--- config.mk ---
export PLATFORM = sky130hd
export DESIGN_NAME = msq_seq
export DESIGN_NICKNAME = d
export VERILOG_FILES = /design/src/rtl/core/msq_pkg.sv /design/src/rtl/core/msq_seq.sv
export SDC_FILE = /design/constraint.sdc
export NUM_CORES = 1
export LEC_CHECK = 0
export ABC_AREA = 1
export BUFFER_PORTS_ARGS = -buffer_cell sky130_fd_sc_hd__buf_2
export CAP_MARGIN = 10
export CORE_ASPECT_RATIO = 0.75
export CORE_UTILIZATION = 35
export CTS_BUF_LIST = sky130_fd_sc_hd__clkbuf_2
export DETAILED_ROUTE_END_ITERATION = 6
export HOLD_SLACK_MARGIN = 0.03
export SLEW_MARGIN = 20
export SYNTH_ARGS = -nofsm -noshare
export SYNTH_HDL_FRONTEND = slang
export SYNTH_SLANG_ARGS = --single-unit
--- constraint.sdc ---
create_clock -name clk -period 6.9 [get_ports clk]
set_clock_uncertainty 0.15 [all_clocks]
set_input_delay 0.345 -clock clk [delete_from_list [all_inputs] [get_ports clk]]
set_output_delay 0.345 -clock clk [all_outputs]
set_load 0.02 [all_outputs]
--- src/rtl/core/msq_pkg.sv ---
// Shared constants and types for the min_square_sum_count block.
// No dependencies.
package msq_pkg;

  localparam int TARGET_W  = 12;
  localparam int RESULT_W  = 3;
  localparam int DEF_MAX_N = 4096;

  typedef logic [TARGET_W-1:0] target_t;
  typedef logic [RESULT_W-1:0] count_t;

  // upper bound on any count (four-square theorem)
  localparam count_t BOUND = count_t'(4);

endpackage

--- src/rtl/core/msq_seq.sv ---
// Sequencer and shared min/compare unit that fills the square count table.
// Depends on msq_pkg; drives the ports of msq_table.
module msq_seq #(
  parameter int MAX_N = msq_pkg::DEF_MAX_N,
  localparam int AW = $clog2(MAX_N)
) (
  input  logic             clk,
  input  logic             rst,
  input  logic             start,
  output logic             busy,
  input  msq_pkg::target_t target_value,
  output logic             done,
  output msq_pkg::count_t  min_squares,
  output logic             mem_we,
  output logic [AW-1:0]    mem_waddr,
  output msq_pkg::count_t  mem_wdata,
  output logic [AW-1:0]    mem_raddr,
  input  msq_pkg::count_t  mem_rdata
);
  import msq_pkg::*;

  localparam int SW = AW + 1;
  localparam logic [31:0] LAST = 32'(MAX_N - 1);

  localparam logic [1:0] ST_IDLE = 2'd0;
  localparam logic [1:0] ST_FILL = 2'd1;
  localparam logic [1:0] ST_SCAN = 2'd2;

  logic [1:0]    state;
  logic [AW-1:0] n;
  logic [AW-1:0] i;
  logic [SW-1:0] sq;
  logic [SW-1:0] odd;
  count_t        best;
  logic          pend;

  logic [AW-1:0] n_in;
  count_t        cand;
  count_t        best_min;
  logic          in_range;
  logic          last_i;

  assign n_in     = (32'(target_value) > LAST) ? AW'(LAST) : AW'(target_value);
  assign cand     = count_t'(mem_rdata + 1'b1);
  // pend marks that mem_rdata holds the entry read in the previous cycle
  assign best_min = (pend && (cand < best)) ? cand : best;
  assign in_range = (sq <= {1'b0, i});
  assign last_i   = (i == n);
  assign busy     = (state != ST_IDLE);

  assign mem_raddr = i - sq[AW-1:0];
  assign mem_waddr = i;
  assign mem_we    = (state == ST_FILL) || ((state == ST_SCAN) && !in_range);
  assign mem_wdata = (state == ST_FILL) ? count_t'(i[1:0]) : best_min;

  always_ff @(posedge clk) begin
    if (rst) begin
      state <= ST_IDLE;
      done  <= 1'b0;
      pend  <= 1'b0;
    end else begin
      done <= 1'b0;
      unique case (state)
        ST_IDLE: begin
          if (start) begin
            n     <= n_in;
            i     <= '0;
            state <= ST_FILL;
          end
        end
        ST_FILL: begin
          // entries 0..3 hold their own index
          if (last_i) begin
            done        <= 1'b1;
            min_squares <= count_t'(i[1:0]);
            state       <= ST_IDLE;
          end else if (i[1:0] == 2'd3) begin
            i     <= i + 1'b1;
            best  <= BOUND;
            sq    <= SW'(1);
            odd   <= SW'(3);
            pend  <= 1'b0;
            state <= ST_SCAN;
          end else begin
            i <= i + 1'b1;
          end
        end
        ST_SCAN: begin
          if (in_range) begin
            best <= best_min;
            sq   <= sq + odd;
            odd  <= odd + SW'(2);
            pend <= 1'b1;
          end else begin
            // entry i is final and written this cycle
            pend <= 1'b0;
            if (last_i) begin
              done        <= 1'b1;
              min_squares <= best_min;
              state       <= ST_IDLE;
            end else begin
              i    <= i + 1'b1;
              best <= BOUND;
              sq   <= SW'(1);
              odd  <= SW'(3);
            end
          end
        end
        default: begin
          state <= ST_IDLE;
        end
      endcase
    end
  end

endmodule

Word-level counts from Yosys, hierarchy flattened
Index checks and enable logic that the tools add are counted.
Widths: inputs -> output; s select.
{ "op_classes": {"addsub": 5, "multipliers": 0, "div": 0, "magnitude_cmp": 2, "n_eq_ne": 12, "shift": 0, "mux": 38, "bitwise": 1, "n_reduce_logical": 14} }
{ "op_table": {"columns": ["operator", "count"], "rows": [
  ["$mux 13", 8],
  ["$pmux 13 s2", 2],
  ["$mux 12", 3],
  ["$pmux 12 s3", 1],
  ["$mux 3", 9],
  ["$add 13x13->13", 1],
  ["$add 13x2->13 const B", 1],
  ["$le 13x12->1", 1],
  ["$add 12x1->12 const B", 1],
  ["$eq 12x12->1", 1],
  ["$pmux 3 s2", 2],
  ["$sub 12x12->12", 1],
  ["$mux 2", 5],
  ["$ne 2x2->1 const B", 5],
  ["$reduce_and 5->1", 2],
  ["$reduce_and 4->1", 2],
  ["$pmux 2 s3", 1],
  ["$reduce_and 3->1", 2],
  ["$mux 1", 5],
  ["$eq 2x2->1 const B", 2],
  ["$pmux 1 s2", 2],
  ["$reduce_bool 2->1", 2],
  ["$add 3x1->3 const B", 1],
  ["$lt 3x3->1", 1],
  ["10 further kinds", 11]
]} }
{ "totals": {"register_bits": 60, "latch_bits": 0, "ramBits": 0, "mem_bits_ro": 0, "in_bits": 18, "out_inout_bits": 33, "word_cells": 81, "mem_count": 0} }

Longest topological paths before layout
{ "logic_depth": {"depth_word": 7, "depth_mapped": 15, "depth_no_buf": 14} }

Worst setup path after synthesis
Ideal clock, no wire load.
{ "synth_timing": {"kind": "reg2reg", "startpoint": "reg i[3] (netlist: mem_waddr[3])", "endpoint": "reg best[0], enable pin", "setup_ns": 0.448, "arrival_ns": 3.539, "t_required_ns": 6.302, "path_slack_ns": 2.763, "path_stages_with_launch": 13, "n_path_buf": 1, "synth_period_minus_slack_ns": 4.137, "cell_sequence": "edfxtp_1 buf_6 inv_1 ha_1 nand2_1 inv_1 nand2_1 nand3_1 nand2_1 nand2_1 nand3_1 nor2_1 nor3_1"} }
{ "synth_between": {"elab_chain_cells": 3, "elab_cells_between_ends": 5, "classes_between": "order compare: 1; eq/ne: 3; reduce/logical: 1"} }
{ "synth_rtl": {"columns": ["item", "line", "text"], "rows": [
  ["start, declared", "msq_seq.sv:31", "logic [AW-1:0] i;"],
  ["start signal, assigned", "msq_seq.sv:78", "i <= i + 1'b1;"],
  ["start signal, assigned", "msq_seq.sv:85", "i <= i + 1'b1;"],
  ["start signal, assigned", "msq_seq.sv:102", "i <= i + 1'b1;"],
  ["$le 13x12->1 or $eq 12x12->1 (tied branches)", "msq_seq.sv:47, msq_seq.sv:48", null],
  ["$ne 3x3->1 (no line) or $ne 2x2->1 (tied branches)", null, null],
  ["$reduce_and 5->1 (no line) (*)", null, null],
  ["end signal, assigned", "msq_seq.sv:90", "best <= best_min;"],
  ["end, declared", "msq_seq.sv:34", "count_t best;"]
]} }
Every way passes the cells marked *; elsewhere a longest branch is shown, timed or not.
A chain may end at the register's enable or synchronous reset.

Worst setup path in the final report
{ "layout_timing": {"startpoint": "reg i[0] (netlist: mem_waddr[0])", "endpoint": "out mem_raddr[10]"} }
{ "layout_between": {"elab_chain_cells": 1} }
{ "layout_rtl": {"columns": ["item", "line", "text"], "rows": [
  ["$sub 12x12->12", "msq_seq.sv:51", "assign mem_raddr = i - sq[AW-1:0];"],
  ["end, declared", "msq_seq.sv:17", "output logic [AW-1:0] mem_raddr,"]
]} }
Every way passes these cells.

==> summary.txt <==
Layout
  – Antenna diode count: 0
  – Number of fill cells: 1221
  – Seq. cell area: about 1700 um2
  – Fin area: roughly 5000 um2
  – # nets final: between 600 and 700
  – P&R area growth vs syn: 14.45%
  – Multi-input gate area: 2307 um2
  – Share of layout cells above drive strength 1: 0.1922

Setup path
  – CP endpoint: mem_raddr[10]
  – Critical path origin: mem_waddr[0]$_SDFFCE_PN0P_
  – R2r endpoint: mem_waddr[6]$_SDFFCE_PN0P_
  – Element type at the critical path end: output pin
  – R2r setup slk: 3.63 ns
  – Maximum fanout along the worst path: 9
  – WP data arrival: roughly 3 ns
  – Critical path type: flop to output pin
  – CP startpoint kind: flop
  – R2R cell count: 13
  – Critical path required time: 6.40 ns
  – Worst R2R Start: mem_waddr[3]$_SDFFCE_PN0P_

Clocking
  – Clock Latency Late Sink: ~0.54 ns
  – CTS tree: built
  – Max H-tree Level: 3
  – Post-CTS Setup Bufs: 0
  – CTS Sinks: 59
  – Clock root cell: clkbuf_2
  – CTS Buffer Depth: 2
  – Clock slew at reported path FFs: ~0.17 ns
  – Num CTS Buffers: 9

Timing
  – Max-slew headroom: 0.3248
  – Final Hold Fails: 0
  – Worst Tran Pin Value: 1.007 ns
  – Fmax: ~290 MHz
  – Final setup TNS: 0 ns
  – Final Slew Violations: 0
  – Unrepaired setup endpoints after global routing: false
  – Final min period: 3.489 ns
  – Final Cycle Share: 0.5056
  – # setup viols final: 0

Power and ir drop
  – Leakage: 0.002189 uW
  – Final Power: 1989 uW
  – Peak VDD IR: 0.2141 mV
  – Pwr dens: 399.6 nW/um2

GRT
  – Largest net degree at the start of global routing: 29
  – GR Layer Usage met1: 0.2631
  – GR peak layer: met1
  – Vias in the first global route: 3395
  – Met2 Use GR: 0.2442
  – Met3 Usage GRT: 0.04343
  – Total grt overflow: 0
  – Gr usage total: 0.1741
  – Antenna violations before repair: 0
  – First-pass GRT wire length: 17.20 mm

Logic synthesis
  – Synth Flop Type: edfxtp_1
  – Yosys cell types: 33
  – YS warnings: 0
  – Post-synthesis instance total: 514
  – EDFF count, synth: 55
  – #FFs+latches synth: 59
  – Post-Syn Nets: ~580
  – Sequential area share after synthesis: 0.3983
  – Post-synth ARST share: 0
  – Mean Syn Cell Area: around 8.5 um2
  – Post-Syn Area: 4348 um2

Placed design
  – Placed cell area: 4762 um2
  – # port buffers: 50
  – DP HPWL: 7.898 mm
  – GPL Wtd Cong: 0.8979

Floorplan
  – Boundary Pins: around 50
  – Starting Density: 0.3676
  – Die Y: 98.53 um
  – Core ar.: 11830 um2
  – Core Rows: 34
  – Full die area: 12880 um2
  – Chip Width: 130.7 um

Detailed routing
  – Remaining routing DRC violations: 0
  – DRT Wirelength: 10.32 mm
  – Drt first-iter violations: 292
  – Drt pass-1 iters: 5
  – Vias per std cell: between 4 and 5
  – Vias: between 3000 and 4000
  – WL/cell: between 10 and 15 um
  – Post-DRT Antenna Nets: 0

Hold path
  – Worst min path class: primary input to flop

Outcome
  – Outcome: complete, no violations

Job
  – MaxCap Viol Count: 0
==> metal layers <==
metal  part of all wire  vias to the layer above  wire length (um)
met5                  0                        -                 0
met4              0.011                        0               114
met3              0.064                       11               660
met2               0.39                      101              4074
met1               0.53                     1618              5471
li1                   -                     1849                 -
==> critical path: stages (launching register included) <==
cell      delay [ns]
edfxtp_1        0.62
inv_2           0.11
ha_1            0.24
fa_1            0.41
nor2_1          0.13
nor2_1          0.10
nor3_1          0.16
nor3_1          0.11
o21ai_0         0.21
xor2_1          0.20
buf_2           0.20
==> Yosys cell counts, types with 4 or more instances <==
cell type,instances,area share
a21oi_1,43,0.049
a21oi_2,6,0.012
buf_6,5,0.013
dfxtp_1,4,0.018
edfxtp_1,55,0.38
ha_1,42,0.12
inv_1,62,0.054
inv_2,6,0.0052
nand2_1,123,0.11
nand3_1,21,0.024
nand4_1,5,0.0072
nor2_1,35,0.030
nor2_2,12,0.017
nor3_1,9,0.010
o21ai_0,21,0.024
o21ai_2,8,0.016
xnor2_1,13,0.026
xor2_1,14,0.028
==> final cells by class <==
| cell class | count | share of cell area |
|---|---|---|
| Timing Repair Buffer | 65 | 0.07946 |
| Inverter | 68 | 0.05130 |
| Clock buffer | 10 | 0.01006 |
| Tap cell | 162 | 0.04073 |
| Sequential cell | 59 | 0.3480 |
| Clock inverter | 6 | 0.006789 |
| Multi-Input combinational cell | 380 | 0.4637 |
==> through the flow <==
stage	util	setup WS, ns	instances	hold WS [ns]
after floorplan	-	2.763	514	0.2641
after global placement	0.4027	3.796	721	0.3342
after detailed placement	0.4027	3.672	721	0.3290
after CTS	0.4208	3.370	750	0.1200
after global routing	0.4208	3.210	750	0.1746
final	0.4208	3.411	750	0.1742
==> logic make-up (layout without fill, tap and decap cells) <==
logic type / Yosys count / in the layout / synth area share
simple gates: 224 / 224 / 0.2302
compound gates: 85 / 85 / 0.1137
buf+inv: 75 / 149 / 0.07338
flops: 59 / 59 / 0.3983
fa+ha+maj: 44 / 44 / 0.1301
xor+xnor: 27 / 27 / 0.05439
==> cell usage in the layout, fill, tap and decap left out, types with 4 or more instances in the layout <==
cell type	synthesis	routed
a21oi_1	43	43
a21oi_2	6	6
buf_2	0	50
clkbuf_2	0	10
dfxtp_1	4	4
dlygate4sd3_1	0	13
edfxtp_1	55	55
ha_1	42	42
inv_1	62	62
inv_2	6	6
nand2_1	123	123
nand3_1	21	21
nand4_1	5	5
nor2_1	35	35
nor2_2	12	12
nor3_1	9	7
o21ai_0	21	21
o21ai_2	8	8
xnor2_1	13	13
xor2_1	14	14
==> repair_timing <==
item                                   in CTS  in global routing
endpoints found under the hold margin      15                  0
hold buffers                               13                  0
resized for setup                           0                  0
==> sequential cells by signal, summed over array words and instances (netlist names) <==
register,flops
mem_waddr,12
pend,1
done,1
odd,12
n,12
sq,13
state,2
best,3
min_squares,3
==> worst min-delay path by stage <==
stage | startpoint | to | slack [ns] | cells after the start
finish | mem_rdata[0] | best[0]$_SDFFCE_PN0P_ | 0.17 | 4
global route | start | n[7]$_DFFE_PP_ | 0.17 | 3
CTS | mem_rdata[0] | best[0]$_SDFFCE_PN0P_ | 0.12 | 4
detailed placement | pend$_SDFFE_PP0P_ | pend$_SDFFE_PP0P_ | 0.33 | 2
global placement | pend$_SDFFE_PP0P_ | pend$_SDFFE_PP0P_ | 0.33 | 2
floorplan | rst | pend$_SDFFE_PP0P_ | 0.26 | 1
==> report_power, final <==
part,switching (uW),internal [uW]
clock,140,45.5
combinational,806,391
sequential,88.9,518
total,1030,955
Note: power is estimated with default switching activity, not from simulation.
